## src/design/pcm_constellation_power_index_assert.svh

```systemverilog
// ----------------------------------------------------------------------------
// pcm constellation power index assertion macros
// shared concurrent assertion forms on clk_i with reset disable
// ----------------------------------------------------------------------------
`ifndef PCM_CONSTELLATION_POWER_INDEX_ASSERT_SVH
`define PCM_CONSTELLATION_POWER_INDEX_ASSERT_SVH

// same-cycle implication
`define PCMCPI_ASSERT_IMP(label, ante, cons, msg) \
  label: assert property (@(posedge clk_i) disable iff (!rst_ni) (ante) |-> (cons)) \
    else $error(msg);

// next-cycle implication
`define PCMCPI_ASSERT_NXT(label, ante, cons, msg) \
  label: assert property (@(posedge clk_i) disable iff (!rst_ni) (ante) |=> (cons)) \
    else $error(msg);

`endif

```

## src/design/pcmcpi_pkg.sv

```systemverilog
`timescale 1ns / 1ps
// ----------------------------------------------------------------------------
// pcmcpi_pkg
// types, constants and functions of the pcm constellation power index block
// ----------------------------------------------------------------------------
package pcmcpi_pkg;

  localparam int POSITIONS    = 6;
  localparam int MAX_POINTS   = 128;
  localparam int LADDER_STEPS = 35;
  localparam int K_LIMIT      = 42;
  localparam int QW           = 42;
  localparam int NW           = QW + 1;
  localparam int CW           = QW + 2;
  localparam int ACCW         = 80;
  localparam int MW           = 30;
  localparam int IW           = 6;
  localparam int HALF         = 22;

  localparam logic [5:0]    K_RESET    = 6'd42;
  localparam logic [7:0]    SIZE_RESET = 8'd128;
  localparam logic [7:0]    MEAN_DIV   = 8'd6;
  localparam logic [MW-1:0] MEAN_MAX   = {MW{1'b1}};
  localparam logic [QW-1:0] TRUNC_MASK = {QW{1'b1}} << 32;
  localparam logic [IW-1:0] IDX_TOP    = IW'(LADDER_STEPS - 1);

  // configuration register indexes
  localparam logic [2:0] RegCwBits = 3'd0;
  localparam logic [2:0] RegSize0  = 3'd1;
  localparam logic [2:0] RegSize5  = 3'd6;

  localparam logic [31:0] LADDER [LADDER_STEPS] = '{
    32'd228735376, 32'd203804176, 32'd181710400, 32'd161900176, 32'd144288144,
    32'd128595600, 32'd114661264, 32'd102171664, 32'd91087936,  32'd81144064,
    32'd72318016,  32'd64448784,  32'd57456400,  32'd51208336,  32'd45643536,
    32'd40704400,  32'd36240400,  32'd32307856,  32'd28815424,  32'd25684624,
    32'd22886656,  32'd20394256,  32'd18181696,  32'd16192576,  32'd14440000,
    32'd12873744,  32'd11478544,  32'd10214416,  32'd9120400,   32'd8133904,
    32'd7246864,   32'd6451600,   32'd5740816,   32'd5112121,   32'd4549689
  };

  typedef struct packed {
    logic       mode;
    logic [2:0] position;
    logic [6:0] point_number;
    logic [7:0] plain_byte;
    logic [7:0] codec_byte;
    logic       use_codec;
    logic       mu_law;
  } in_word_t;

  typedef struct packed {
    logic [MW-1:0] mean_power;
    logic [IW-1:0] ladder_index;
  } out_word_t;

  typedef struct packed {
    logic load;
    logic start;
    logic div_rdx;
    logic rdx_save;
    logic mul_qn;
    logic save_qn;
    logic mul_qi;
    logic save_qi;
    logic mem_rd;
    logic sq;
    logic mul_lo;
    logic mul_hi;
    logic acc_add;
    logic div_mean;
    logic mean_save;
    logic neg_set;
    logic lad_dec;
    logic out_load;
  } cmd_t;

  typedef struct packed {
    logic div_done;
    logic mul_done;
    logic pos_last;
    logic j_last;
    logic acc_neg;
    logic lad_stop;
    logic out_free;
  } sts_t;

  // g.711 expanded magnitude
  function automatic logic [14:0] level_mag(input logic [7:0] code, input logic mu);
    logic [6:0]  b;
    logic [2:0]  seg;
    logic [15:0] t;
    b   = code[6:0];
    seg = b[6:4];
    if (mu) begin
      t = 16'({b[3:0], 3'b000}) + 16'h84;
      t = t << seg;
      level_mag = 15'(t - 16'h84);
    end else begin
      t = 16'({b[3:0], 4'b0000});
      if (seg == 3'd0) begin
        t = t + 16'd8;
      end else begin
        t = (t + 16'h108) << (seg - 3'd1);
      end
      level_mag = 15'(t);
    end
  endfunction

  // ladder limit times six
  function automatic logic [30:0] ladder6(input logic [IW-1:0] i);
    logic [31:0] v;
    v = '0;
    if (i <= IDX_TOP) begin
      v = LADDER[i] * 32'd6;
    end
    ladder6 = 31'(v);
  endfunction

endpackage

```

## src/design/pcmcpi_ctrl.sv

```systemverilog
`timescale 1ns / 1ps
`include "pcm_constellation_power_index_assert.svh"
// ----------------------------------------------------------------------------
// pcmcpi_ctrl
// sequencer for table loads and the power computation
// ----------------------------------------------------------------------------
module pcmcpi_ctrl (
  input  logic             clk_i,
  input  logic             rst_ni,
  input  logic             in_valid_i,
  input  logic             mode_i,
  output logic             in_stall_o,
  output pcmcpi_pkg::cmd_t cmd_o,
  input  pcmcpi_pkg::sts_t sts_i
);
  import pcmcpi_pkg::*;

  localparam logic [3:0] S_IDLE    = 4'd0;
  localparam logic [3:0] S_RDX_GO  = 4'd1;
  localparam logic [3:0] S_RDX_WT  = 4'd2;
  localparam logic [3:0] S_POS_GO  = 4'd3;
  localparam logic [3:0] S_POS_WT1 = 4'd4;
  localparam logic [3:0] S_POS_GO2 = 4'd5;
  localparam logic [3:0] S_POS_WT2 = 4'd6;
  localparam logic [3:0] S_PT_RD   = 4'd7;
  localparam logic [3:0] S_PT_SQ   = 4'd8;
  localparam logic [3:0] S_PT_ML   = 4'd9;
  localparam logic [3:0] S_PT_MH   = 4'd10;
  localparam logic [3:0] S_PT_ACC  = 4'd11;
  localparam logic [3:0] S_MEAN_GO = 4'd12;
  localparam logic [3:0] S_MEAN_WT = 4'd13;
  localparam logic [3:0] S_LAD     = 4'd14;
  localparam logic [3:0] S_DONE    = 4'd15;

  logic [3:0] state_q;
  logic [3:0] state_d;

  always_ff @(posedge clk_i or negedge rst_ni) begin
    if (!rst_ni) begin
      state_q <= S_IDLE;
    end else begin
      state_q <= state_d;
    end
  end

  always_comb begin
    state_d = state_q;
    cmd_o   = '0;
    case (state_q)
      S_IDLE: begin
        if (in_valid_i) begin
          if (mode_i) begin
            cmd_o.start = 1'b1;
            state_d     = S_RDX_GO;
          end else begin
            cmd_o.load = 1'b1;
          end
        end
      end
      S_RDX_GO: begin
        cmd_o.div_rdx = 1'b1;
        state_d       = S_RDX_WT;
      end
      S_RDX_WT: begin
        if (sts_i.div_done) begin
          cmd_o.rdx_save = 1'b1;
          state_d        = sts_i.pos_last ? S_POS_GO : S_RDX_GO;
        end
      end
      S_POS_GO: begin
        cmd_o.mul_qn = 1'b1;
        state_d      = S_POS_WT1;
      end
      S_POS_WT1: begin
        if (sts_i.mul_done) begin
          cmd_o.save_qn = 1'b1;
          state_d       = S_POS_GO2;
        end
      end
      S_POS_GO2: begin
        cmd_o.mul_qi = 1'b1;
        state_d      = S_POS_WT2;
      end
      S_POS_WT2: begin
        if (sts_i.mul_done) begin
          cmd_o.save_qi = 1'b1;
          state_d       = S_PT_RD;
        end
      end
      S_PT_RD: begin
        cmd_o.mem_rd = 1'b1;
        state_d      = S_PT_SQ;
      end
      S_PT_SQ: begin
        cmd_o.sq = 1'b1;
        state_d  = S_PT_ML;
      end
      S_PT_ML: begin
        cmd_o.mul_lo = 1'b1;
        state_d      = S_PT_MH;
      end
      S_PT_MH: begin
        cmd_o.mul_hi = 1'b1;
        state_d      = S_PT_ACC;
      end
      S_PT_ACC: begin
        cmd_o.acc_add = 1'b1;
        if (sts_i.j_last) begin
          state_d = sts_i.pos_last ? S_MEAN_GO : S_POS_GO;
        end else begin
          state_d = S_PT_RD;
        end
      end
      S_MEAN_GO: begin
        if (sts_i.acc_neg) begin
          cmd_o.neg_set = 1'b1;
          state_d       = S_DONE;
        end else begin
          cmd_o.div_mean = 1'b1;
          state_d        = S_MEAN_WT;
        end
      end
      S_MEAN_WT: begin
        if (sts_i.div_done) begin
          cmd_o.mean_save = 1'b1;
          state_d         = S_LAD;
        end
      end
      S_LAD: begin
        if (sts_i.lad_stop) begin
          state_d = S_DONE;
        end else begin
          cmd_o.lad_dec = 1'b1;
        end
      end
      S_DONE: begin
        if (sts_i.out_free) begin
          cmd_o.out_load = 1'b1;
          state_d        = S_IDLE;
        end
      end
      default: begin
        state_d = S_IDLE;
      end
    endcase
  end

  assign in_stall_o = state_q != S_IDLE;

  `PCMCPI_ASSERT_IMP(a_acc_order, state_q == S_PT_ACC, $past(state_q) == S_PT_MH, "accumulate out of order")
  `PCMCPI_ASSERT_NXT(a_lad_exit, state_q == S_LAD, state_q == S_LAD || state_q == S_DONE, "ladder exit wrong")
  `PCMCPI_ASSERT_NXT(a_mean_to_lad, state_q == S_MEAN_WT && sts_i.div_done, state_q == S_LAD, "mean not followed by ladder")

endmodule

```

## config.mk

```make
export PLATFORM = sky130hd
export DESIGN_NAME = pcmcpi_ctrl
export DESIGN_NICKNAME = d
export VERILOG_FILES = /design/src/design/pcmcpi_pkg.sv /design/src/design/pcmcpi_ctrl.sv
export VERILOG_INCLUDE_DIRS = /design/src /design/src/design
export SDC_FILE = /design/constraint.sdc
export NUM_CORES = 1
export LEC_CHECK = 0
export ABC_AREA = 1
export CORE_AREA = 2 2 39 41
export DETAILED_ROUTE_END_ITERATION = 6
export DIE_AREA = 0 0 41 43
export DONT_BUFFER_PORTS = 1
export PLACE_DENSITY = 0.62
export SYNTH_ARGS = -nofsm -noshare
export SYNTH_HDL_FRONTEND = slang
export SYNTH_SLANG_ARGS = --single-unit
export TNS_END_PERCENT = 10
```

## constraint.sdc

```tcl
create_clock -name clk_i -period 1.2 [get_ports clk_i]
set_clock_uncertainty 0.05 [all_clocks]
set_input_delay 0.24 -clock clk_i [delete_from_list [all_inputs] [get_ports clk_i]]
set_output_delay 0.24 -clock clk_i [all_outputs]
set_load 0.05 [all_outputs]
```

* Yosys cells after proc, flatten, opt, wreduce, memory -nomap -nowiden
Cells that the tools add are included.
Word-level totals: latch bits 0, logic and storage cells 66, ROM bits 0, register bits 4, memories kept 0, bits in writable memories 0, output and inout port bits 19
Cells by class: equal/unequal tests 23, $lt $le $gt $ge 0, multipliers 0, divide/modulo/power cells 0, bitwise operators 0, reduce and logical (&&, ||, !) cells 3, shift-type cells 0, muxes and demuxes 39, add/subtract/negate cells 0
Operator list (count):
- $pmux 4 s16 | 1
- $mux 4 | 10
- $eq 4x4->1 const B | 8
- $mux 1 | 24
- $eq 4x3->1 const B | 4
- $ne 2x2->1 const B | 8
- $eq 4x2->1 const B | 2
- $mux 2 | 4
- $reduce_and 8->1 | 1
- $eq 4x1->1 const B | 1
- $logic_not 4->1 | 1
- $reduce_bool 4->1 | 1

* Longest topological paths before layout
depth after elaboration 3, mapped depth 9, mapped depth without buffers 9

* Least setup slack after synthesis
OpenSTA, ideal clock, no wires.
path type register to output, from reg state_q[3], to out cmd_o[17] in the netlist's numbering, slack -1.410 ns, data arrival time 2.320 ns, buffers on the path 1, cell stages (with the launch flop) 5, data required time 0.910 ns, cell sequence dfrtp_1 > buf_4 > nor2_2 > nand2_1 > nor3b_1
RTL lines:
- start, declared | RTL line pcmcpi_ctrl.sv:35 | logic [3:0] state_q;
- start signal, assigned | RTL line pcmcpi_ctrl.sv:42 | state_q <= state_d;
- end, declared | RTL line pcmcpi_ctrl.sv:13 | output pcmcpi_pkg::cmd_t cmd_o,

==> tab_implementation.tex <==
\begin{tabular}{lr}
\hline
Metric & Value \\
\hline
\multicolumn{2}{l}{\textbf{Yosys}} \\
Xor and xnor area share after synthesis & 0 \\
Top cell type by total area after synthesis & nand2\_1 \\
Cell Area, Synth & 553 sq um \\
Multiplexer share of the synthesized area & 0 \\
Dominant combinational cell family by area after synthesis & simple AND/OR/NAND/NOR gates \\
Synthesized-area fraction occupied by ao, oa, aoi and oai cells & 0.0317 \\
Area share of the largest cell type after synthesis & 0.197 \\
Post-Synthesis Cells & 96 \\
Fraction of synthesis flops using an asynchronous set or reset pin & 1.00 \\
Number of synthesized flops with an enable pin & 0 \\
Most common cell in the synthesized netlist & nand2\_1 \\
Mean area per synthesized cell & 5.76 sq um \\
Synthesis-stage register bit count & 4 \\
Unique masters post-synth & 21 \\
Share of synthesized area occupied by flip-flops and latches & 0.181 \\
Commonest register cell after synthesis & dfrtp\_1 \\
Top cell types by occurrence after synthesis & 29 x nand2\_1, 14 x inv\_1, 9 x nor2\_2, 8 x nor2\_1, 6 x nand3\_1 \\
Adder-Cell Fraction of Synth Area & 0 \\
Simple-gate share of the synthesized area & 0.643 \\
Dominant cells by area after synthesis & nand2\_1 20\%, dfrtp\_1 18\%, nor2\_2 10\%, inv\_1 9.5\%, nand3\_1 5.4\% \\
Synthesized Nets & 107 \\
Number of warnings printed during yosys synthesis & 0 \\
\multicolumn{2}{l}{\textbf{STA}} \\
Final clock period utilization by the worst path & 1.41 \\
Final count of negative-setup-slack endpoints & 23 \\
Pin slew with the least headroom to its limit & 304 ps \\
Final Max Tran Viols & 0 \\
Unrepaired setup endpoints after global routing & yes \\
Final Hold Slack & 218 ps \\
Total negative setup slack & -9420 ps \\
Post-layout worst setup margin & -493 ps \\
Achievable clock frequency & 591 MHz \\
Count of endpoints failing hold in the final timing report & 0 \\
Worst slew slack as a fraction of its limit & 0.796 \\
Final min period & 1690 ps \\
\multicolumn{2}{l}{\textbf{Placed design}} \\
Cell total after placement & 149 \\
Number of port buffers & 0 \\
Placed instance area & 1120 sq um \\
Placed wire-length estimate & 1.82 mm \\
Final weighted congestion of routability-driven global placement & 0.885 \\
\multicolumn{2}{l}{\textbf{Setup path}} \\
Top Family by Delay on Critical Path & simple AND/OR/NAND/NOR gates \\
Total number of cells along the worst setup path & 4 \\
Reg2Reg Capture Point & state\_q[0]\$\_DFFE\_PN0P\_ \\
Crit Path Category & reg -> out \\
Buffers \& Inverters on Critical Path & 1 \\
Critical path data required time & 910 ps \\
Setup slack, reg-to-reg & -300 ps \\
Startpoint of the worst-slack reg-to-reg timing path & state\_q[3]\$\_DFFE\_PN0P\_ \\
Critical Path Sink Type & primary output \\
Cell-by-cell trace of the critical path & nor2\_4 > nand2\_1 > nor2\_2 > buf\_12 \\
Largest stage delay on the critical path & 470 ps \\
Critical path startpoint category & flip-flop \\
Critical path peak fanout & 4 \\
CP arrival & 1400 ps \\
Worst Reg2Reg Path Length in Cells & 7 \\
Standard cell with the maximum stage delay on the critical path & dfrtp\_2 \\
\multicolumn{2}{l}{\textbf{Power and ir drop}} \\
Leakage power & 0.638 nW \\
Worst-case vdd ir drop & 2.14 mV \\
Power density over the cells & 2860 nW/um\^{}2 \\
\multicolumn{2}{l}{\textbf{Routing}} \\
Detailed-route DRC error count & 0 \\
Routed length per instance & 19.5 microns \\
Total Wirelength & 3.04 mm \\
Routed via count & 900 \\
Vias per cell & 5.77 \\
Router iterations before antenna repair & 4 \\
Violation count after the first detailed-routing iteration & 43 \\
Routed Antenna Nets & 0 \\
\multicolumn{2}{l}{\textbf{Clocking}} \\
Number of buffers between clock root and the deepest sink & 2 \\
H-tree depth & 1 \\
Clock latency at the later pin of the worst-skew pair & 250 ps \\
Clock root buffer master & clkbuf\_4 \\
Clock transition at path regs & 50 ps \\
Total clock buffers created by CTS & 3 \\
Clk sinks & 4 \\
TritonCTS clock tree & yes \\
\multicolumn{2}{l}{\textbf{Floorplanning}} \\
Number of primary I/O pins & 30 \\
Initial Util & 0.400 \\
Die Y & 43 microns \\
Site row count & 14 \\
Die area & 1760 sq um \\
Die Span X & 41 microns \\
Core outline area & 1380 sq um \\
\multicolumn{2}{l}{\textbf{Layout}} \\
Final instance count without filler cells & 156 \\
Layout net count & 152 \\
\# diodes & 0 \\
Seq. cell area & 105 sq um \\
Number of flip-flops in the largest register & 4 \\
Layout cells sized above 1 & 0.686 \\
Area Overhead vs Synth & 136\% \\
Register containing the most flip-flops in the final layout & state\_q \\
Summed area of non-filler cells in the final layout & 1310 sq um \\
Count of filler cells inserted in the layout & 40 \\
Biggest registers after layout & state\_q (4) \\
Footprint of the multi-input gates & 558 sq um \\
\multicolumn{2}{l}{\textbf{Status}} \\
Violated checks & setup timing \\
Run status & finished, violations left \\
\multicolumn{2}{l}{\textbf{GRT}} \\
Number of global-route vias before repair & 839 \\
First-pass GRT wire length & 3.66 mm \\
Total track usage & 0.313 \\
Overflow after GRT & 0 \\
Number of antenna violations at the first check in global routing & 0 \\
Maximum number of pins on one net before global-route repair & 7 \\
\multicolumn{2}{l}{\textbf{Flow run}} \\
Count of max-cap constraint violations & 0 \\
\multicolumn{2}{l}{\textbf{Worst hold path}} \\
Class of the tightest hold or removal check & in -> async \\
\hline
\end{tabular}
[metrics by stage]
step,total power [W],setup WS (ps),util
2_1_floorplan,0.00181,-476,-
3_3_place_gp,0.00281,-224,0.811
3_5_place_dp,0.00291,-260,0.811
4_1_cts,0.00338,-452,0.904
5_1_grt,0.00389,-542,0.945
6_report,0.00374,-493,0.945
[cells by family (layout without fill, tap and decap cells)]
family / Yosys count / in the layout
flip-flops: 4 / 4
AO/OA/AOI/OAI: 3 / 3
buffers and inverters: 20 / 64
AND/OR/NAND/NOR: 69 / 69
[cells in the final DEF (no fill, tap or decap)]
cell           netlist  routed
nor3b_4              0       1
nor4_4               0       2
o21ai_1              1       1
inv_4                0       1
nand2_4              1       3
nand3b_1             1       1
buf_12               0      14
nand2_1             29      23
nand2_2              4       7
nor2_4               0      10
and2_4               1       1
o211ai_1             1       1
nor2_2               9       4
nand3_2              2       4
nand3_1              6       4
nor3_4               0       2
clkbuf_4             0       3
o21ai_0              1       1
nand3_4              1       1
inv_2                4       9
dlygate4sd3_1        0       1
clkinv_2             1       1
dfrtp_2              0       4
buf_4                1      16
nand2_8              0       1
nor3_2               0       2
buf_6                0      10
nor2_1               8       3
inv_1               14       8
clkbuf_1             0       1
[report_power, final]
part	total (W)	switching [W]	internal [W]
Clock	0.000202	0.0000756	0.000126
Sequential	0.000376	0.000153	0.000223
Combinational	0.00317	0.00188	0.00129
Total	0.00374	0.00211	0.00163
[per-layer routing]
metal,track usage,share of wire,vias up
met5,0,0,-
met4,0.213,0.062,0
met3,0.0576,0.086,25
met2,0.522,0.51,70
met1,0.328,0.34,416
li1,-,-,389
[how the worst max path moves through the flow]
stage	from	to	slack [ps]
final	state_q[0]$_DFFE_PN0P_	cmd_o[4]	-490
after global placement	state_q[0]$_DFFE_PN0P_	cmd_o[12]	-220
after CTS	state_q[0]$_DFFE_PN0P_	cmd_o[17]	-450
after detailed placement	state_q[0]$_DFFE_PN0P_	cmd_o[12]	-260
after global routing	state_q[3]$_DFFE_PN0P_	cmd_o[17]	-540
after floorplan	state_q[3]$_DFFE_PN0P_	cmd_o[17]	-480
[area by class of cell]
type	count	share of cell area
Clock buffer	4	0.0201
Tap cell	16	0.0153
Inverter	19	0.0574
Sequential cell	4	0.0804
Multi-Input combinational cell	72	0.427
Timing Repair Buffer	41	0.400
[what timing repair did]
item,4_1_cts,5_1_grt
hold buffers,1,0
hold endpoints to repair,4,0
pin swaps,7,3
endpoints found under the setup margin,23,23
setup buffers,1,1
resized for setup,26,13
Power figures use the tool's default switching activity.
